==> config.mk <==
export PLATFORM = sky130hd
export DESIGN_NAME = fcp_parser
export DESIGN_NICKNAME = d
export VERILOG_FILES = /design/src/rtl/core/fcp_pkg.sv /design/src/rtl/core/fcp_parser.sv
export SDC_FILE = /design/constraint.sdc
export NUM_CORES = 1
export LEC_CHECK = 0
export ABC_AREA = 1
export BUFFER_PORTS_ARGS = -buffer_cell sky130_fd_sc_hd__clkbuf_2
export CAP_MARGIN = 5
export CORE_MARGIN = 5
export CORE_UTILIZATION = 35
export CTS_BUF_LIST = sky130_fd_sc_hd__clkbuf_4
export DETAILED_ROUTE_END_ITERATION = 16
export HOLD_SLACK_MARGIN = 0.02
export PLACE_DENSITY = 0.59
export SYNTH_ARGS = -nofsm -noshare
export SYNTH_HDL_FRONTEND = slang
export SYNTH_SLANG_ARGS = --single-unit
==> constraint.sdc <==
create_clock -name clk -period 11.3 [get_ports clk]
set_input_delay 1.695 -clock clk [delete_from_list [all_inputs] [get_ports clk]]
set_output_delay 1.695 -clock clk [all_outputs]
set_load 0.05 [all_outputs]
==> src/rtl/core/fcp_pkg.sv <==
// ---------------------------------------------------------------------------
// fcp_pkg
// Shared types and constants of the FORM chunk table parser.
// ---------------------------------------------------------------------------
package fcp_pkg;

	localparam int MAX_CHUNKS_DEF = 64;

	localparam logic [31:0] MAGIC_FORM   = 32'h4D52_4F46;
	localparam logic [31:0] MIN_FILE_LEN = 32'd12;
	localparam int          HDR_LEN      = 8;

	localparam int NAME_W   = 32;
	localparam int ENTRY_W  = 96;   // {length, offset, name}
	localparam int IN_TDATA_W  = 40;
	localparam int OUT_TDATA_W = 112;

	typedef enum logic [1:0] {
		KIND_RECORD,
		KIND_STATUS,
		KIND_LOOKUP
	} kind_t;

	typedef enum logic [1:0] {
		ST_OK,
		ST_SHORT,
		ST_BAD_MAGIC,
		ST_FULL
	} status_t;

	typedef struct packed {
		kind_t       kind;
		status_t     status;
		logic        found;
		logic [5:0]  index;
		logic [31:0] name;
		logic [31:0] offset;
		logic [31:0] length;
		logic        last;
	} result_t;

endpackage

==> src/rtl/core/fcp_parser.sv <==
// ---------------------------------------------------------------------------
// fcp_parser
// Byte-path parse state: form header, chunk headers, table appends.
// ---------------------------------------------------------------------------
module fcp_parser #(
	parameter int MAX_CHUNKS = fcp_pkg::MAX_CHUNKS_DEF,
	localparam int AW = (MAX_CHUNKS > 1) ? $clog2(MAX_CHUNKS) : 1,
	localparam int CW = $clog2(MAX_CHUNKS + 1)
) (
	input  logic                   clk,
	input  logic                   arst_n,
	input  logic                   accept,
	input  logic [7:0]             byte_value,
	input  logic                   last_byte,
	input  logic [31:0]            file_length,
	output logic [1:0]             res_count,
	output fcp_pkg::result_t       res0,
	output fcp_pkg::result_t       res1,
	output logic                   wr_en,
	output logic [AW-1:0]          wr_addr,
	output logic [fcp_pkg::ENTRY_W-1:0] wr_data,
	output logic [CW-1:0]          entry_count
);

	typedef enum logic [1:0] {
		PH_HEADER,
		PH_CHUNKS,
		PH_DONE
	} phase_t;

	localparam logic [32:0] POS_MAX = '1;

	phase_t      phase_q, phase_d;
	logic [32:0] pos_q, pos_d;
	logic [32:0] form_end_q, form_end_d;
	logic [32:0] lim_q, lim_d;          // form end less one header
	logic [33:0] hdr_pos_q, hdr_pos_d;
	logic [55:0] hdr_q, hdr_d;          // first seven header bytes
	logic [CW-1:0] count_q, count_d;

	logic [31:0] name_c, magic_c, size_c;
	logic [34:0] off_c, end_c;
	logic [32:0] fend_c;
	logic [2:0]  slot_c;
	logic        in_hdr_c;
	logic        rec_v, stat_v;
	fcp_pkg::status_t st_c;
	logic [CW+5:0] idx_wide;
	fcp_pkg::result_t rec_r, stat_r;

	// magic: three stored bytes plus the incoming one; name: four stored bytes
	assign magic_c  = {byte_value, hdr_q[23:0]};
	assign name_c   = hdr_q[31:0];
	assign size_c   = {byte_value, hdr_q[55:32]};
	assign off_c    = {1'b0, hdr_pos_q} + 35'd8;
	assign end_c    = off_c + {3'b000, size_c};
	assign fend_c   = 33'd8 + {1'b0, size_c};
	assign in_hdr_c = ({2'b00, pos_q} >= {1'b0, hdr_pos_q}) && ({2'b00, pos_q} < off_c);
	assign slot_c   = pos_q[2:0] - hdr_pos_q[2:0];
	assign idx_wide = {6'b000000, count_q};

	always_comb begin
		phase_d    = phase_q;
		pos_d      = pos_q;
		form_end_d = form_end_q;
		lim_d      = lim_q;
		hdr_pos_d  = hdr_pos_q;
		hdr_d      = hdr_q;
		count_d    = count_q;
		rec_v      = 1'b0;
		stat_v     = 1'b0;
		st_c       = fcp_pkg::ST_OK;

		unique case (phase_q)
			PH_HEADER: begin
				if (pos_q == 33'd0 && file_length < fcp_pkg::MIN_FILE_LEN) begin
					stat_v  = 1'b1;
					st_c    = fcp_pkg::ST_SHORT;
					phase_d = PH_DONE;
				end else if (pos_q < 33'd8) begin
					if (pos_q[2:0] != 3'd7) begin
						hdr_d[{pos_q[2:0], 3'b000} +: 8] = byte_value;
					end
					if (pos_q == 33'd3 && magic_c != fcp_pkg::MAGIC_FORM) begin
						stat_v  = 1'b1;
						st_c    = fcp_pkg::ST_BAD_MAGIC;
						phase_d = PH_DONE;
					end else if (pos_q == 33'd7) begin
						form_end_d = (fend_c > {1'b0, file_length}) ? {1'b0, file_length}
							: fend_c;
						lim_d     = form_end_d - 33'd8;
						count_d   = '0;
						hdr_pos_d = 34'd8;
						phase_d   = PH_CHUNKS;
						if (form_end_d < 33'd16) begin
							stat_v  = 1'b1;
							phase_d = PH_DONE;
						end
					end
				end
			end
			PH_CHUNKS: begin
				if (in_hdr_c) begin
					if (slot_c != 3'd7) begin
						hdr_d[{slot_c, 3'b000} +: 8] = byte_value;
					end else if (end_c > {2'b00, form_end_q}) begin
						stat_v  = 1'b1;
						phase_d = PH_DONE;
					end else if (count_q >= CW'(MAX_CHUNKS)) begin
						stat_v  = 1'b1;
						st_c    = fcp_pkg::ST_FULL;
						phase_d = PH_DONE;
					end else begin
						rec_v     = 1'b1;
						count_d   = count_q + 1'b1;
						hdr_pos_d = end_c[33:0];
						if (end_c > {2'b00, lim_q}) begin
							stat_v  = 1'b1;
							phase_d = PH_DONE;
						end
					end
				end
			end
			PH_DONE: begin
			end
			default: begin
			end
		endcase

		// Close an open parse on the final byte, then rewind for the next file.
		if (last_byte) begin
			if (phase_d == PH_HEADER) begin
				stat_v = 1'b1;
				st_c   = fcp_pkg::ST_SHORT;
			end else if (phase_d == PH_CHUNKS) begin
				stat_v = 1'b1;
			end
			pos_d     = '0;
			phase_d   = PH_HEADER;
			hdr_pos_d = 34'd8;
			hdr_d     = '0;
		end else if (pos_q != POS_MAX) begin
			pos_d = pos_q + 1'b1;
		end
	end

	always_comb begin
		rec_r        = '0;
		rec_r.kind   = fcp_pkg::KIND_RECORD;
		rec_r.index  = idx_wide[5:0];
		rec_r.name   = name_c;
		rec_r.offset = off_c[31:0];
		rec_r.length = size_c;
		rec_r.last   = !stat_v;

		stat_r        = '0;
		stat_r.kind   = fcp_pkg::KIND_STATUS;
		stat_r.status = st_c;
		stat_r.last   = 1'b1;

		res0      = rec_v ? rec_r : stat_r;
		res1      = stat_r;
		res_count = {1'b0, rec_v} + {1'b0, stat_v};
	end

	assign wr_en       = accept && rec_v;
	assign wr_addr     = count_q[AW-1:0];
	assign wr_data     = {size_c, off_c[31:0], name_c};
	assign entry_count = count_q;

	always_ff @(posedge clk or negedge arst_n) begin
		if (!arst_n) begin
			phase_q    <= PH_HEADER;
			pos_q      <= '0;
			form_end_q <= '0;
			lim_q      <= '0;
			hdr_pos_q  <= 34'd8;
			hdr_q      <= '0;
			count_q    <= '0;
		end else if (accept) begin
			phase_q    <= phase_d;
			pos_q      <= pos_d;
			form_end_q <= form_end_d;
			lim_q      <= lim_d;
			hdr_pos_q  <= hdr_pos_d;
			hdr_q      <= hdr_d;
			count_q    <= count_d;
		end
	end

endmodule

==> impl_metrics.toml <==
[synthesis]
synth_mux_area_share_pct = 0
synth_top_cell_by_area = "dfrtp_1"
mappedNetlistArea_um2 = 19530
synthAdderAreaFrac_pct = 13.59
postSynthCellCount = 2878
synth-edff-count = 0
ys_ff_latch = 195
synth_cell_types = 66
synthFlopType = "dfrtp_1"
synthXorXnorAreaFrac_pct = 3.139
synth.area.top_cells = "dfrtp_1 (25%), ha_1 (13%), nand2_1 (10%)"
synth_top_area_share_pct = 24.86
yosys_warnings = 0
ys_seq_area_share_pct = 24.99
yosysMostFrequentCell = "nand2_1"
postSynthAreaPerCell_um2 = 6.786
netlist_top_cells_count = "nand2_1 (526), inv_1 (448), nor2_1 (380)"
async_flop_share_pct = 100.0
synth_compound_area_share_pct = 14.48
synthSimpleGateAreaFrac_pct = 28.23
synth_top_family_by_area = "simple AND/OR/NAND/NOR gates"

[die]
io_pins = 372
rows = 86
fp.dieArea_um2 = 60620
start_util_pct = 35.38
die_w_um = 246.2
die_y_um = 246.2
core-area_um2 = 55200

[cts]
clockBufferDepth = 2
cts_max_level = 4
numCtsBuffers = 17
cts_tree = "built"
cts_root_buf = "clkbuf_4"
path_clk_slew_ns = 0.16
clock_sinks = 195
clk_latency_ns = 0.66

[drt]
drtAntennaViolNets = 0
drtPass1Iterations = 6
dr.first_iter.drc_count = 1866
wire_per_inst_um = 19.70
post_drt_via_cell_ratio = 5.170
wl_mm = 75.87
drc = 0
vias = 19920

[layout]
area_growth_pct = 9.136
fillers = 6127
seqCellArea_um2 = 4881
drive_gt1_share_pct = 12.70
multiInputGateArea_um2 = 12030
final_nets = 3345
final_cells = 3852

[setup_path]
startpoint_type = "flip-flop"
critPathLaunch = "hdr_pos_q[3]"
critPathTopFamily = "simple AND/OR/NAND/NOR gates"
worstPathRequired_ns = 9.61
cp_slowest_cell = "dfstp_2"
cp.arrival_ns = 8.39
critPathKind = "flip-flop to output pin"
critical_path.max_fanout = 51
slowest_delay_ns = 0.63
timing.rr.start = "hdr_pos_q[3]"
timing.critical_path.mode_cell = "nand2_1"
crit_buf_inv = 8
critPathCaptureType = "output pin"

[placement]
gp_congestion = 0.9617
port-buffer-count = 263
dp_hpwl_mm = 62.71
dpl.cell_count = 3818

[sta]
fmax_mhz = 99.19
finalCriticalPeriod_ns = 10.08
slew-limit-headroom_pct = 15.99
worst_pin_slew_ns = 1.252
finalSetupTns_ns = 0
skew_ns = 0.02628
setup-violations-final = 0
finalHoldViolations = 0
rsz0062_at_grt = "no"
slew_viol_final = 0
period_share_pct = 89.22

[worst_hold_path]
min_from = "lim_q[4]"
min_path_type = "flip-flop to flip-flop"

[pwr]
p_leak_uw = 0.01104
ir_drop_uv = 78.74
finalPower_uw = 2232
power_density_nw_per_um2 = 104.7

[grt]
grt_max_degree = 85
gr-usage-met3_pct = 4.036
grt_remaining_overflow = 0
grt_pass1_wl_mm = 112.8
met1_usage_pct = 33.90
antenna_found_initial = 2
grt_pass1_vias = 18630
use_met2_pct = 38.72
top_usage_layer = "met2"
grtUsageTotal_pct = 24.27

[run_status]
status = "complete, no violations"

[flow_run]
cap_violations = 0
-- worst min-delay path, cell delays in order, from the launching register on --
cell     delay [ns]
dfrtp_1        0.37
nand2_1        0.05
o21ai_0        0.06
-- sequential cells by signal, indices dropped and copies added, names as in the netlist --
register	count
pos_q	33
hdr_pos_q	34
form_end_q	33
phase_q	2
lim_q	30
entry_count	7
hdr_q	56
-- area by class of cell --
cell class | count | share of cell area [%]
antenna | 1 | 0.01174
multi-input combinational | 2138 | 56.42
inverter | 464 | 8.183
timing repair buffer | 274 | 6.604
sequential | 195 | 22.90
clock buffer | 17 | 0.5988
tap | 748 | 4.391
clock inverter | 15 | 0.8864
-- routing by layer --
layer / share of wire, % / vias to the layer above / wire [µm]
met5: 0 / - / 0
li1: - / 9647 / -
met4: 3.0 / 0 / 2296
met1: 44 / 9289 / 33170
met3: 8.0 / 119 / 6047
met2: 45 / 860 / 34350
-- kinds of logic after synthesis --
group,count (synthesis)
fa+ha+maj,211
other cells,2
xor+xnor,70
flops,195
buf+inv,651
compound gates,490
simple gates,1259
-- worst paths after layout --
| path | end | slack [ns] | depth (start not counted) |
|---|---|---|---|
| max | res0[57] | 1.22 | 39 |
| min | lim_q[4] | 0.51 | 2 |
| max reg2reg | hdr_pos_q[29] | 3.72 | 41 |
| min reg2reg | lim_q[4] | 0.51 | 2 |
| max in group asynchronous | pos_q[18] | 8.79 | 2 |
| min in group asynchronous | hdr_q[50] | 1.07 | 1 |
-- report_power, final --
part	total (µW)	switching (µW)	internal (µW)	leakage, µW
clock network	440	266	174	0.000167
registers	846	92.6	754	0.00245
logic	946	725	221	0.00842
total	2230	1080	1150	0.0110
-- cell usage in the layout (no fill, tap or decap), types with 11 or more instances in the layout --
master,Yosys,layout
nor2_1,380,378
clkbuf_4,0,17
nand3_1,125,125
nor3_1,55,55
inv_1,448,448
o21ai_2,11,11
nor4_1,36,36
o22ai_1,39,39
buf_4,130,11
a31oi_1,12,12
conb_1,2,108
o21a_1,13,13
nand4_1,68,68
nand2_1,526,525
dfrtp_1,194,194
ha_1,209,209
inv_2,12,11
o211ai_1,13,13
nor2_2,15,16
xnor2_1,12,12
nand2_2,13,14
a21oi_1,179,179
o21ai_0,138,138
clkbuf_2,0,262
o21ai_1,24,24
xor2_1,58,58
-- stage by stage --
stage               setup slack, ns  cell area, µm²  utilization (%)  hold WS [ns]
finish                        1.218           21310            38.61        0.5057
global route                 0.4825           21310            38.61        0.5323
detailed placement            1.500           20990            38.02        0.4747
CTS                          0.7083           21300            38.59        0.5106
global placement              1.476           20990            38.02        0.4670
floorplan                     3.274           19930                -        0.4530
-- what timing repair did --
| action | in CTS | in global routing |
|---|---|---|
| setup endpoints to repair | 0 | 35 |
| hold endpoints to repair | 0 | 0 |
| hold buffers | 0 | 0 |
| resized for setup | 0 | 1 |
| buffers inserted | 0 | 0 |
No activity file was read; power rests on OpenSTA's default activity.
