### config.mk
export PLATFORM = sky130hd
export DESIGN_NAME = fcp_ram
export DESIGN_NICKNAME = d
export VERILOG_FILES = /design/src/rtl/core/fcp_ram.sv
export SDC_FILE = /design/constraint.sdc
export NUM_CORES = 1
export LEC_CHECK = 0
export BUFFER_PORTS_ARGS = -buffer_cell sky130_fd_sc_hd__buf_2
export CAP_MARGIN = 25
export CORE_UTILIZATION = 53
export CTS_CLUSTER_DIAMETER = 40
export DETAILED_ROUTE_END_ITERATION = 12
export PLACE_DENSITY = 0.88
export SLEW_MARGIN = 20
export SYNTH_ARGS = -nofsm -noshare
export SYNTH_HDL_FRONTEND = slang
export SYNTH_SLANG_ARGS = --single-unit
### constraint.sdc
create_clock -name clk -period 1.75 [get_ports clk]
set_input_delay 0 -clock clk [delete_from_list [all_inputs] [get_ports clk]]
set_output_delay 0 -clock clk [all_outputs]
set_load 0.01 [all_outputs]
### src/rtl/core/fcp_ram.sv
// ---------------------------------------------------------------------------
// fcp_ram
// Generic single-write, single-read RAM with a registered read port.
// ---------------------------------------------------------------------------
module fcp_ram #(
	parameter int WIDTH = 8,
	parameter int DEPTH = 2
) (
	input  logic                                  clk,
	input  logic                                  we,
	input  logic [(DEPTH > 1 ? $clog2(DEPTH) : 1)-1:0] waddr,
	input  logic [WIDTH-1:0]                      wdata,
	input  logic                                  re,
	input  logic [(DEPTH > 1 ? $clog2(DEPTH) : 1)-1:0] raddr,
	output logic [WIDTH-1:0]                      rdata
);

	logic [WIDTH-1:0] mem [DEPTH];

	always_ff @(posedge clk) begin
		if (we) begin
			mem[waddr] <= wdata;
		end
		if (re) begin
			rdata <= mem[raddr];
		end
	end

endmodule

==> summary.md, run 1 <==
| Metric | Value |
|---|---|
| Initial Utilization | `57.4%` |
| Cell area after layout | `1110 sq um` |
| Reg2reg setup slack | `0.85 ns` |
| Mux cell area share after synthesis | `13.9%` |
| Area of the multi-input gates | `133 sq um` |
| Measured slew at the worst slew-check pin | `0.724 ns` |
| Die Span Y | `42.4 um` |
| Sink Count | `24` |
| Full die area | `1800 sq um` |
| Initial antenna violation count | `0` |
| Crit Reg-Reg Endpoint | `rdata[2]` |
| Hold Path Stages | `1` |
| CP top delay family | `flip-flops` |
| DR pass1 iterations | `4` |
| WHS | `0.0124 ns` |
| Global placer's final weighted congestion | `0.648` |
| Sum Neg Setup Slack | `0 ns` |
| Routed len/inst | `14.3 um` |
| Netlist cell types | `5` |
| Crit-path max FO | `1` |
| Register area | `721 sq um` |
| Outcome | `finished clean` |
| Crit path launch type | `register` |
| Relative slew slack | `51.7%` |
| Hold_sp | `re` |
| Leakage | `0.439 nW` |
| Max cap viols | `0` |
| Total Wirelength | `1180 um` |
| WHS Endpoint | `rdata[4]` |
| Worst path cell trace | `mux2_4` |
| Inst Count DP | `70` |
| Routed Antenna Nets | `0` |
| Pwr dens | `1060 nW/um^2` |
| Non-Filler Instances | `82` |
| Final Hold Vio Count | `0` |
| Reg clk slew, reported paths | `0.13 ns` |
| Post-synthesis net count | `48` |
| Largest net degree at the start of global routing | `15` |
| Residual DRC | `0` |
| Clock Latency Late Sink | `0.31 ns` |
| Avg Vias per Cell | `4.87` |
| Io pins | `21` |
| Num rows | `14` |
| Layout cells sized above 1 | `48.5%` |
| Synth warnings | `0` |
| Area grow syn2layout | `27.9%` |
| Part of the cycle the worst path needs | `51.6%` |
| Core area | `1510 sq um` |
| Vias in the first global route | `432` |
| Worst r2r src | `mem[0][2]` |
| Worst setup EP type | `register` |
| Fillers | `95` |
| Clock buffer depth | `2` |
| Max-slew violations | `0` |
| Pre-CTS setup slack | `0.704 ns` |
| Gr usage total | `14.9%` |
| DIE WIDTH | `42.4 um` |
| CP Buf/Inv Count | `0` |
| Root buf cell | `clkbuf_4` |
| Setup ws final | `0.848 ns` |
| CTS H-tree depth | `1` |
| Nets | `80` |
| Vias | `399` |
| Post-Synth Adder-Cell Area | `0%` |
| Synth Area in Simple Gates | `1.45%` |
| Largest family of logic cells by synthesized area | `multiplexers` |
| Post-route core utilization | `73.4%` |
| Setup violators final | `0` |
| Gate count of the mapped netlist | `35` |
| Area after DPL | `973 sq um` |
| First-pass GRT wire length | `1790 um` |
| Critical Path RT | `1.84 ns` |
| Compound-gate portion of the synthesized area | `0%` |
| Sequential-to-total area share from yosys stat | `83.4%` |
| Post-CTS Repair Setup Buffers | `0` |
| TritonCTS clock tree | `done` |
| Worst R2R Path Depth | `1` |
| Syn_area_per_cell | `24.7 sq um` |
| CP max-delay cell | `edfxtp_1` |
| Maximum VDD drop | `0.740 mV` |
| Hold-fix buffers, CTS | `8` |
| TritonCTS buffer count | `3` |
| Unrepaired setup endpoints after global routing | `no` |
| Worst hold path type | `primary input to register` |
| Diodes inserted | `0` |
| Max Clk Rate | `1110 MHz` |
| Clock Skews | `0.00597 ns` |
| I/O Buffers | `20` |
| Post-synthesis cell area | `865 sq um` |
| CP Data Arrival Time | `0.99 ns` |
| # resized after CTS | `0` |
| Post-layout min period | `0.902 ns` |
| #FFs+latches synth | `24` |
| Global route overflow | `0` |
| DRT iter0 DRCs | `6` |
| Synth Area in XOR/XNOR | `0%` |
| Kind of critical path | `register to register` |
| Tot Pwr | `1.18 mW` |
| Max incr delay on CP | `0.40 ns` |
state kept, by name, indices dropped and copies added, names as in the netlist:
name	count
mem	16
rdata	8
kinds of logic (layout without fill, tap and decap cells):
| group | after synthesis | in the layout |
|---|---|---|
| flip-flops | 24 | 24 |
| multiplexers | 8 | 8 |
| buffers and inverters | 1 | 32 |
| AND/OR/NAND/NOR | 2 | 2 |
cell usage in the layout, fill, tap and decap left out:
cell type,Yosys,routed
and2_1,1,1
buf_2,0,20
bufinv_16,0,1
clkbuf_4,0,3
dlygate4sd3_1,0,8
edfxtp_1,24,24
mux2_4,8,8
nor2b_1,1,1
synthesized netlist by cell type:
master	instances	area (sq um)
edfxtp_1	24	721
and2_1	1	6.26
mux2_4	8	120
buf_6	1	11.3
nor2b_1	1	6.26
worst max-delay path by stage:
stage,slack [ns],cells past startpoint,endpoint,startpoint
2_1_floorplan,0.90,1,rdata[0],mem[0][0]
3_3_place_gp,0.79,2,mem[0][1],waddr
3_5_place_dp,0.70,2,mem[0][1],waddr
4_1_cts,0.84,1,rdata[5],mem[0][5]
5_1_grt,0.82,1,rdata[4],mem[0][4]
6_report,0.85,1,rdata[2],mem[0][2]
where the power goes:
part	total [mW]	internal (mW)	switching [mW]
registers	0.688	0.678	0.00975
logic	0.0934	0.0553	0.0380
clock network	0.394	0.232	0.162
cell type report:
| cell class | instances | share of cell area, % |
|---|---|---|
| Timing Repair Buffer | 28 | 16.3 |
| Tap cell | 16 | 1.81 |
| Clock buffer | 3 | 2.04 |
| Multi-Input combinational cell | 10 | 12.0 |
| Sequential cell | 24 | 65.2 |
| Clock inverter | 1 | 2.71 |
routing by layer:
layer  GRT usage, %  up-vias  routed length, um
li1               -      201                  -
met1           13.5      178                435
met2           28.3       18                668
met3           3.88        2                 54
met4           9.38        0                 17
met5              0        -                  0
(Power assumes the default switching activity.)
==> run 2, diff against run 1 <==
- ABC_AREA: default -> 1
- CORE_UTILIZATION: 53 -> 44
- PLACE_DENSITY: 0.88 -> 0.8
- clock period: 1.75 -> 0.8 ns (I/O delays scaled with it)
==> summary.md, run 2 <==
| Metric | Value |
|---|---|
| Leakage | `0.468 nW (+6.5%)` |
| Max reg flops | `16 (unchanged)` |
| Kind of critical path | `register to primary output` |
| DR pass1 iterations | `4 (unchanged)` |
| Post-CTS Repair Setup Buffers | `0 (unchanged)` |
| Reg clk slew, reported paths | `0.13 ns (about the same)` |
| Relative slew slack | `79.4% (+28 points)` |
| Critical Path RT | `0.80 ns (-1.04 ns)` |
| Core area | `1760 sq um (+17%)` |
| TritonCTS clock tree | `done` |
| Crit path launch type | `register` |
| I/O Buffers | `20 (unchanged)` |
| #FFs+latches synth | `24 (unchanged)` |
| Global route overflow | `0 (unchanged)` |
| Root buf cell | `clkbuf_4` |
| Measured slew at the worst slew-check pin | `0.309 ns (-0.414 ns)` |
| Vias | `496 (+24%)` |
| Top Registers | `mem x16, rdata x8` |
| Largest reg by FF count | `mem` |
| Gate count of the mapped netlist | `54 (+54%)` |
| WP depth | `1 (unchanged)` |
| Part of the cycle the worst path needs | `107%` |
| Crit-path max FO | `1 (unchanged)` |
| Comb pwr share | `7.2% (-0.7 points)` |
| Critical Path End | `rdata[6]` |
| Internal power | `2.08 mW (+110%)` |
| Post-route core utilization | `62.4% (-11 points)` |
| Synth area leader | `edfxtp_1` |
| Crit Reg-Reg Endpoint | `rdata[7]` |
| Initial Utilization | `47.7% (-9.7 points)` |
| CP Data Arrival Time | `0.85 ns (-0.14 ns)` |
| Worst r2r src | `mem[1][7]` |
| WHS | `0.00339 ns (-0.00906 ns)` |
| Io pins | `21 (unchanged)` |
| Critical path launch point | `rdata[6]` |
| DRT iter0 DRCs | `11 (+5)` |
| Nets | `100 (+25%)` |
| Worst hold path type | `primary input to register` |
| Clk network pwr share | `34.1% (+0.6 points)` |
| Outcome | `complete, but fails checks` |
| Post-synth top cells | `nand2_1, edfxtp_1, inv_1` |
| Sink Count | `24 (unchanged)` |
| Failing checks | `negative setup slack` |
| Full die area | `2090 sq um (+16%)` |
| Netlist cell types | `6 (+1)` |
| Reg2reg setup slack | `0.05 ns (-0.80 ns)` |
| Total Wirelength | `1190 um (+1.2%)` |
| Switching share of power | `18.9% (+1.0 points)` |
| Commonest non-fill, non-tap cell in the layout | `nand2_1` |
| Vias in the first global route | `438 (+1.4%)` |
| Area after DPL | `968 sq um (-0.51%)` |
| Syn_area_per_cell | `15.6 sq um (-37%)` |
| CP max-delay cell | `edfxtp_1` |
| Synth area leaders | `edfxtp_1, nand2_1, buf_6, inv_1, inv_2` |
| Layout cells sized above 1 | `30.2% (-18 points)` |
| Routed len/inst | `10.7 um (-25%)` |
| Post-synthesis net count | `67 (+40%)` |
| Post-synth EDFFs | `24 (unchanged)` |
| CTS H-tree depth | `1 (unchanged)` |
| Synth Flop Type | `edfxtp_1` |
| # resized after CTS | `0 (unchanged)` |
| Max incr delay on CP | `0.39 ns (about the same)` |
| Tot Pwr | `2.56 mW (+120%)` |
| Clock Skews | `0.00202 ns (-0.00394 ns)` |
| Setup ws final | `-0.0529 ns (-0.901 ns)` |
| Area grow syn2layout | `31.0%` |
| Synth warnings | `0 (unchanged)` |
| Non-Filler Instances | `111 (+35%)` |
| Top-area cell type share of the netlist area | `85.7% (+2.4 points)` |
| Final Hold Vio Count | `0 (unchanged)` |
| Post-layout min period | `0.853 ns` |
| Worst path cell trace | `buf_2` |
| Max cap viols | `0 (unchanged)` |
| Inst Count DP | `99 (+41%)` |
| Num rows | `15 (+1)` |
| Clock Latency Late Sink | `0.32 ns (about the same)` |
| Most common cell in the synthesized netlist | `nand2_1` |
| Gr usage total | `12.9% (-2.1 points)` |
| Flop pwr share | `58.7% (about the same)` |
| Setup violators final | `8 (+8)` |
| Routed Antenna Nets | `0 (unchanged)` |
| Maximum VDD drop | `1.54 mV (+110%)` |
| P_sw | `484 uW (+130%)` |
| Diodes inserted | `0 (unchanged)` |
| First-pass GRT wire length | `1770 um (-1.2%)` |
| Most frequent cells in the layout | `nand2_1, edfxtp_1, buf_2, dlygate4sd3_1, clkbuf_4` |
| Residual DRC | `0 (unchanged)` |
| Max-slew violations | `0 (unchanged)` |
| Largest net degree at the start of global routing | `15 (unchanged)` |
| Unrepaired setup endpoints after global routing | `yes` |
| Initial antenna violation count | `0 (unchanged)` |
| Max Clk Rate | `1170 MHz` |
| CP Buf/Inv Count | `1 (+1)` |
| Global placer's final weighted congestion | `0.687 (+6.1%)` |
| Worst R2R Path Depth | `2 (+1)` |
| CP top delay family | `flip-flops` |
| Sequential-to-total area share from yosys stat | `85.7% (+2.4 points)` |
| Clock buffer depth | `2 (unchanged)` |
| Post-synthesis cell area | `841 sq um (-2.7%)` |
| Cell area after layout | `1100 sq um (-0.45%)` |
| DIE WIDTH | `45.7 um (+7.8%)` |
| Pwr dens | `2320 nW/um^2 (+120%)` |
| Worst setup EP type | `primary output` |
| Die Span Y | `45.7 um (+7.8%)` |
| Async SR Flop Fraction | `0% (unchanged)` |
| DP HPWL | `781 um` |
| Avg Vias per Cell | `4.47 (-8.2%)` |
| TritonCTS buffer count | `3 (unchanged)` |
## run 2: changes by cell type in the layout (fill, tap and decap cells not counted), sizes merged
cell / previous run / this run
nor2b: 1 / 0
and2: 1 / 0
mux2: 8 / 0
buf: 20 / 21
nand2: 0 / 25
nor2: 0 / 1
inv: 0 / 3
## run 2: metal layers
metal	GRT usage (%)	part of all wire (%)
met1	13.6	44
met2	22.0	47
met3	3.57	4.9
met4	8.82	3.5
met5	0	0
## run 2: cells by family (layout without fill, tap and decap cells)
kind of cell,after synthesis,after routing,share of synthesized area (%)
AND/OR/NAND/NOR,26,26,11.6
flip-flops,24,24,85.7
buffers and inverters,4,36,2.68
## run 2: per-stage QoR
step	setup WS (ns)	TNS, ns
after floorplan	0.0401	0
after global placement	0.0894	0
after detailed placement	0.0600	0
after CTS	-0.0572	-0.315
after global routing	-0.0799	-0.557
final	-0.0529	-0.309
## run 2: repair_timing
item                                    in CTS  in global routing
hold buffers                                 8                  0
endpoints found under the setup margin       8                 10
cloned                                       0                  0
pin swaps                                    0                  2
endpoints found under the hold margin       16                  0
## run 2: cell type report
class                           instances  area (sq um)
Clock inverter                          1          30.0
Sequential cell                        24           721
Tap cell                               25          31.3
Inverter                                3          11.3
Clock buffer                            3          22.5
Timing Repair Buffer                   29           188
Fill cell                             137           663
Multi-Input combinational cell         26          97.6
## run 2: power groups by stage
stage	Sequential, mW	Clock, mW	Combinational [mW]
after floorplan	1.55	0	0.0579
after detailed placement	1.53	0	0.153
final	1.50	0.873	0.183
after global placement	1.53	0	0.146
after global routing	1.51	0.891	0.206
after CTS	1.50	0.855	0.183
## run 2: worst min-delay path by stage
stage	startpoint	depth (start not counted)	slack, ns	to
finish	re	1	0.003	rdata[0]
global route	re	1	0.01	rdata[0]
CTS	re	1	0.02	rdata[7]
detailed placement	wdata[7]	1	0.19	mem[0][7]
global placement	wdata[3]	1	0.19	mem[1][3]
floorplan	wdata[0]	0	0.1	mem[0][0]
