[src/rtl/core/fcp_pkg.sv]
// ---------------------------------------------------------------------------
// fcp_pkg
// Shared types and constants of the FORM chunk table parser.
// ---------------------------------------------------------------------------
package fcp_pkg;

	localparam int MAX_CHUNKS_DEF = 64;

	localparam logic [31:0] MAGIC_FORM   = 32'h4D52_4F46;
	localparam logic [31:0] MIN_FILE_LEN = 32'd12;
	localparam int          HDR_LEN      = 8;

	localparam int NAME_W   = 32;
	localparam int ENTRY_W  = 96;   // {length, offset, name}
	localparam int IN_TDATA_W  = 40;
	localparam int OUT_TDATA_W = 112;

	typedef enum logic [1:0] {
		KIND_RECORD,
		KIND_STATUS,
		KIND_LOOKUP
	} kind_t;

	typedef enum logic [1:0] {
		ST_OK,
		ST_SHORT,
		ST_BAD_MAGIC,
		ST_FULL
	} status_t;

	typedef struct packed {
		kind_t       kind;
		status_t     status;
		logic        found;
		logic [5:0]  index;
		logic [31:0] name;
		logic [31:0] offset;
		logic [31:0] length;
		logic        last;
	} result_t;

endpackage

[src/rtl/core/fcp_lookup.sv]
// ---------------------------------------------------------------------------
// fcp_lookup
// Name search over the chunk table, one entry read per cycle.
// ---------------------------------------------------------------------------
module fcp_lookup #(
	parameter int MAX_CHUNKS = fcp_pkg::MAX_CHUNKS_DEF,
	localparam int AW = (MAX_CHUNKS > 1) ? $clog2(MAX_CHUNKS) : 1,
	localparam int CW = $clog2(MAX_CHUNKS + 1)
) (
	input  logic                   clk,
	input  logic                   arst_n,
	input  logic                   start,
	input  logic [31:0]            query_name,
	input  logic [CW-1:0]          entry_count,
	output logic                   rd_en,
	output logic [AW-1:0]          rd_addr,
	input  logic [fcp_pkg::ENTRY_W-1:0] rd_data,
	output logic                   busy,
	output logic                   done,
	output fcp_pkg::result_t       res
);

	logic          busy_q;
	logic [CW-1:0] rd_idx_q;
	logic          pend_s1;
	logic [AW-1:0] idx_s1;
	logic [31:0]   query_q;
	logic          match;
	logic [AW+5:0] idx_wide;

	assign match    = pend_s1 && (rd_data[31:0] == query_q);
	assign done     = busy_q && (match || rd_idx_q >= entry_count);
	assign rd_en    = busy_q && !match && (rd_idx_q < entry_count);
	assign rd_addr  = rd_idx_q[AW-1:0];
	assign busy     = busy_q;
	assign idx_wide = {6'b000000, idx_s1};

	always_comb begin
		res      = '0;
		res.kind = fcp_pkg::KIND_LOOKUP;
		res.last = 1'b1;
		if (match) begin
			res.found  = 1'b1;
			res.index  = idx_wide[5:0];
			res.name   = rd_data[31:0];
			res.offset = rd_data[63:32];
			res.length = rd_data[95:64];
		end
	end

	always_ff @(posedge clk or negedge arst_n) begin
		if (!arst_n) begin
			busy_q   <= 1'b0;
			rd_idx_q <= '0;
			pend_s1  <= 1'b0;
		end else if (start) begin
			busy_q   <= 1'b1;
			rd_idx_q <= '0;
			pend_s1  <= 1'b0;
		end else if (busy_q) begin
			if (done) begin
				busy_q  <= 1'b0;
				pend_s1 <= 1'b0;
			end else begin
				pend_s1  <= rd_en;
				rd_idx_q <= rd_idx_q + CW'(rd_en);
			end
		end
	end

	always_ff @(posedge clk) begin
		if (start) begin
			query_q <= query_name;
		end
		if (rd_en) begin
			idx_s1 <= rd_idx_q[AW-1:0];
		end
	end

endmodule

[config.mk]
export PLATFORM = sky130hd
export DESIGN_NAME = fcp_lookup
export DESIGN_NICKNAME = d
export VERILOG_FILES = /design/src/rtl/core/fcp_pkg.sv /design/src/rtl/core/fcp_lookup.sv
export SDC_FILE = /design/constraint.sdc
export NUM_CORES = 1
export LEC_CHECK = 0
export BUFFER_PORTS_ARGS = -buffer_cell sky130_fd_sc_hd__buf_2
export CAP_MARGIN = 20
export CORE_MARGIN = 8
export CORE_UTILIZATION = 42
export CTS_CLUSTER_DIAMETER = 80
export DETAILED_ROUTE_END_ITERATION = 8
export PLACE_DENSITY = 0.87
export SLEW_MARGIN = 0
export SYNTH_ARGS = -nofsm -noshare
export SYNTH_HDL_FRONTEND = slang
export SYNTH_SLANG_ARGS = --single-unit
[constraint.sdc]
create_clock -name clk -period 5.4 [get_ports clk]
set_input_delay 0.81 -clock clk [delete_from_list [all_inputs] [get_ports clk]]
set_output_delay 0.81 -clock clk [all_outputs]
set_load 0.02 [all_outputs]
==> run metrics, run 1 <==
clk buf depth=2; DP Worst Slack=roughly 1.1 ns; Leakage=2.43 nW; reg2reg start=query_q[10]$_DFFE_PP_; hold-fix buffer count after cts=0; Slew Viols, Final=0; vias=2,896; status=finished, final reports clean; CTS sink count=47; DRT iter0 DRCs=109; commonest non-fill, non-tap cell in the layout=buf_2; worst path required time=4.59 ns; initial antenna violation count=1; TritonCTS Buffers=5; core area=7100 um2; final setup margin=1.46 ns; DR WL/cell=~18 um; top post-synthesis cells by area=edfxtp_1, and2_1, xor2_1; Placer Congestion=0.935; Synth top area share=roughly 38%; commonest non-fill, non-tap cells in the layout=buf_2, and2_1, edfxtp_1; final hold violation count=0; RSZ-0062 raised after global routing=false; hold crit path type=in -> async; GR Util All Layers=a little over a fifth; post-synthesis sequential area ratio=between 40% and 50%; Finish-stage setup viols=0; Die ar.=10,100 um2; DR vias/cell=4.65; relative max-transition margin=39.5%; Final #Nets=between 600 and 700; Ports=around 260; Area Growth Syn to Fin=45.1%; clock root cell=clkbuf_8; min cycle time layout=3.94 ns; final instance area=4360 um2; post-cts sizing count=0; first-pass GRT wire length=~16,000 um; total wire length=11,200 um; cell taking the most area after synthesis=edfxtp_1; Initial Utilization=42.3%; Worst-path clk slew=around 0.090 ns; IO buf count=roughly 250; chip height=101 um; critical path class=in -> out; htree depth=2; largest net degree at the start of global routing=104; Max Freq=approximately 250 MHz; post-detail-place hpwl=9470 um; fraction of layout cells with a size suffix above 1=50.7%; Critical Path AT=3.13 ns; CP Launch Point=rd_data[10]; drt first pass iters=4; worst slew pin tran=0.908 ns; Ys Warns=0; GR Overflow Total=0; IR drop worst, VDD=133 uV; clk_lat worst skew=0.30 ns; Antenna Nets Post-Route=0; CP max FO=103; vias in the first global route=2,998; Hold WS=0.350 ns; standard-cell rows=31; Seq cells post-synth=47; Residual DRC=0; Fin Setup TNS=0 ns; die width=101 um; Crit. End Element=primary output; CTS tree=done; CP Launch Type=input pin; Max Cap Viol=0; Yosys cell types=37; Post-Syn Instances=287; Post-CTS Setup Repair Bufs=0; Synth Cell Area=between 3000 and 4000 um2; placed inst area=4240 um2; clk_skew=between 0.009 and 0.01 ns; post-route clock period utilization=73.0%; Avg Cell Area, Syn=10.5 um2; Power Density=191 nW/um2
[worst max-delay path: stages]
cell,delay [ns]
buf_2,0.11
xor2_1,0.13
nor4_1,0.40
nand4_1,0.21
nor4_4,0.60
buf_12,0.35
nor3b_1,0.12
clkbuf_4,0.20
buf_2,0.18
[Yosys cell counts]
library cell and number:
buf_4 15, mux2_2 2, edfxtp_1 38, nor4_1 6, or2_2 1, and3_1 1
nor2_1 4, o21ai_0 3, nor3b_1 1, mux2i_1 2, nand3_1 6, conb_1 2
nand3b_1 1, o31a_1 1, nand2_1 1, nand2b_1 4, a21oi_1 4, and2_1 102
or3_2 1, a2111oi_0 1, xnor2_1 4, nor3_1 2, ha_1 10, nor4_4 1
or4_1 4, nor2b_1 5, a21o_1 1, o21ba_2 1, inv_1 10, buf_2 1
nand4_1 2, dfrtp_1 9, clkbuf_2 7, clkbuf_1 3, o31ai_1 3, a21oi_2 1
xor2_1 27
[routing by layer]
layer / track usage, % / routed length (um) / vias up
met4: 6.16 / 276 / 2
met3: 7.73 / 1110 / 21
met2: 40.2 / 6010 / 153
li1: - / - / 1408
met5: 0 / 12 / -
met1: 20.3 / 3830 / 1312
[registers in the layout (all words and copies together), names as in the netlist]
name,flops
pend_s1,1
query_q,32
busy,1
idx_s1,6
rd_idx_q,7
[power by group]
group	leakage (nW)	internal, W	switching, W
combinational	1.88	0.0000686	0.0000650
clock	0.0556	0.000136	0.000116
sequential	0.501	0.000427	0.0000199
total	2.43	0.000631	0.000201
[area by class of cell]
cell class | instances | area [um2]
Tap cell | 99 | 124
Antenna cell | 1 | 2.50
Clock inverter | 3 | 38.8
Multi-Input combinational cell | 207 | 1450
Timing Repair Buffer | 251 | 1270
Inverter | 10 | 37.5
Clock buffer | 5 | 68.8
Sequential cell | 47 | 1370
Fill cell | 624 | 2740
[worst paths after layout]
| path | end | slack, ns | cells after the start |
|---|---|---|---|
| setup / recovery | rd_en | 1.46 | 9 |
| hold / removal | rd_idx_q[4]$_DFFE_PN0P_ | 0.35 | 1 |
| setup reg to reg | rd_idx_q[5]$_DFFE_PN0P_ | 2.21 | 11 |
| min in group clk | idx_s1[4]$_DFFE_PN_ | 0.58 | 0 |
| max in group asynchronous | pend_s1$_DFFE_PN0P_ | 4.86 | 1 |
| hold reg to reg | idx_s1[4]$_DFFE_PN_ | 0.58 | 0 |
[cells by family after synthesis]
logic type,after synthesis,synth area share (%)
AOI/OAI and AO/OA,15,3.37
xor gates and xnor gates,31,9.03
adders and majority gates,10,4.16
buffers and inverters,36,6.70
DFF,47,45.5
muxes,4,1.42
other,2,0.250
and+or+nand+nor,142,29.6
[through the flow]
stage	instances	total power [W]	util, %
6_report	623	0.000832	61.4
5_1_grt	622	0.000868	61.4
4_1_cts	621	0.000840	61.3
3_5_place_dp	613	0.000589	59.8
3_3_place_gp	613	0.000581	59.8
2_1_floorplan	290	0.000517	-
No activity file was read; power rests on OpenSTA's default activity.
==> inputs of run 2 (changes only) <==
ABC_AREA = 1   (was not set)
CORE_UTILIZATION = 44   (was 42)
PLACE_DENSITY = 0.83   (was 0.87)
clock period = 3.65 ns   (was 5.4 ns; I/O delays follow)
==> run 2 against run 1 <==
Effect of this change: cell count increased by 30%; synthesized cell count up 63%; critical path type is now reg -> out; register-to-register slack got worse by 1.0 ns; largest cell class unchanged; sequential power increased by 48%.
==> run metrics, run 2 <==
status=finished, final reports clean; Critical Path AT=approximately 2.5 ns; Synth Flop Type=edfxtp_1; htree depth=2; Reg area=approximately 1400 um2; R2R depth=17; CP Launch Point=query_q[13]$_DFFE_PP_; CTS sink count=47; Seq cells post-synth=47; Max Freq=331 MHz; fraction of layout cells with a size suffix above 1=between 40% and 50%; core area=8720 um2; clock root cell=clkbuf_8; CP max FO=56; Residual DRC=0; post-route clock period utilization=82.8%; clk buf depth=2; drt first pass iters=5; Post-Syn Instances=~470; Initial Utilization=45.5%; Slew Viols, Final=0; cell taking the most area after synthesis=edfxtp_1; Fin Setup TNS=0 ns; max FFs per register=32; largest net degree at the start of global routing=57; Ys Warns=0; FILL cells=747; Area Growth Syn to Fin=33.6%; Post-synth EDFFs=38; Max Cap Viol=0; TritonCTS Buffers=5; Synth top area share=about 29%; final hold violation count=0; FF-to-FF End=rd_idx_q[6]$_DFFE_PN0P_; critical path class=reg -> out; Top reg by flops=query_q; end of the critical path=res[27]; Power Density=248 nW/um2; Async SR Flop Fraction=19.1%; Placer Congestion=0.868; min cycle time layout=approximately 3.0 ns; worst path required time=3.10 ns; Avg Cell Area, Syn=8.47 um2; DRT iter0 DRCs=between 300 and 400; commonest non-fill, non-tap cell in the layout=buf_2; Synth Cell Area=3960 um2; Multi-input gate area=about 2100 um2; relative max-transition margin=slightly above 50%; reg2reg start=query_q[25]$_DFFE_PP_; Cells after DPL=799; final instance area=5300 um2; Die ar.=12,300 um2; top post-synthesis cells by area=edfxtp_1, nor3b_2, nand2_1; IO buf count=249; clk_skew=0.00784 ns; Antenna Nets Post-Route=0; placed inst area=5190 um2; vias in the first global route=just under 4,000; count leader, synth=nand2_1; hold-fix buffer count after cts=0; die width=111 um; IR drop worst, VDD=between 150 and 200 uV; GR Util All Layers=between 20 and 25%; standard-cell rows=34; post-detail-place hpwl=11,200 um; Crit. End Element=primary output; Top Registers=query_q (32), rd_idx_q (7), idx_s1 (6); # diodes=0; Synth top cells by count=nand2_1, inv_1, nor3b_2; chip height=111 um; DR vias/cell=4.97; clk_lat worst skew=0.30 ns; RSZ-0062 raised after global routing=false; vias=4,010; post-synthesis sequential area ratio=34.5%; Yosys cell types=33; GR Overflow Total=0; Finish-stage setup viols=0; Post-CTS Setup Repair Bufs=0; initial antenna violation count=0; first-pass GRT wire length=20,800 um; R2R setup slack=between 1 and 1.5 ns; worst slew pin tran=0.724 ns; Non-Filler Instances=~810; CP Launch Type=flop; Worst-path clk slew=0.10 ns; Final #Nets=~850; hold crit path type=in -> async; Ports=255; DR WL/cell=approximately 17 um; commonest non-fill, non-tap cells in the layout=buf_2, nand2_1, inv_1; CTS tree=done; Leakage=2.76 nW; post-cts sizing count=0; Hold WS=about 0.085 ns; total wire length=approximately 14,000 um
[run 2: worst min-delay path by stage]
stage                                    endpoint   start  slack, ns
final                     rd_idx_q[0]$_DFFE_PN0P_  arst_n       0.09
after global routing      rd_idx_q[0]$_DFFE_PN0P_  arst_n       0.08
after floorplan                    busy$_DFF_PN0_  arst_n       0.25
after CTS                 rd_idx_q[0]$_DFFE_PN0P_  arst_n       0.09
after detailed placement  rd_idx_q[0]$_DFFE_PN0P_  arst_n       0.41
after global placement    rd_idx_q[0]$_DFFE_PN0P_  arst_n       0.41
[run 2: final cells by class]
type / instances / share of cell area (%)
Timing Repair Buffer: 255 / 24.6
Multi-Input combinational cell: 319 / 40.1
Inverter: 70 / 4.96
Tap cell: 108 / 2.55
Clock inverter: 1 / 0.118
Clock buffer: 7 / 1.84
Sequential cell: 47 / 25.8
[run 2: cell families after synthesis]
logic type               Yosys count  synth area share (%)
other                              2                 0.189
adder cells (fa/ha/maj)           10                  3.16
flip-flops                        47                  34.5
buffers and inverters            105                  12.5
XOR/XNOR                          12                  2.65
AO/OA/AOI/OAI                     18                  2.65
AND/OR/NAND/NOR                  274                  44.4
[run 2: stage by stage]
stage                     util (%)  setup WS [ns]  total power [W]
after floorplan                  -          0.751         0.000833
after global placement        59.6          0.793         0.000949
after detailed placement      59.6          0.731         0.000961
after CTS                     60.7          0.637          0.00132
after global routing          60.7          0.478          0.00138
final                         60.7          0.629          0.00132
[run 2: critical path, cell delays in order (launching register included)]
cell	delay, ns
edfxtp_1	0.41
nand2_1	0.12
nand2_1	0.07
nor2_1	0.12
nand4_1	0.10
nor2_1	0.17
nand4_1	0.24
buf_4	0.39
nor3b_1	0.27
buf_2	0.21
[run 2: layer usage]
| layer | share of wire, % | wire, um | global-route usage, % | vias to the layer above |
|---|---|---|---|---|
| li1 | - | - | - | 1971 |
| met1 | 38 | 5180 | 23.2 | 1820 |
| met2 | 52 | 7010 | 37.2 | 200 |
| met3 | 8.2 | 1110 | 5.52 | 19 |
| met4 | 1.9 | 259 | 5.77 | 0 |
| met5 | 0 | 0 | 0 | - |
[run 2: where the power goes]
part           internal (W)  switching [W]
combinational      0.000132       0.000156
sequential         0.000631      0.0000319
clock              0.000178       0.000187
total              0.000940       0.000375
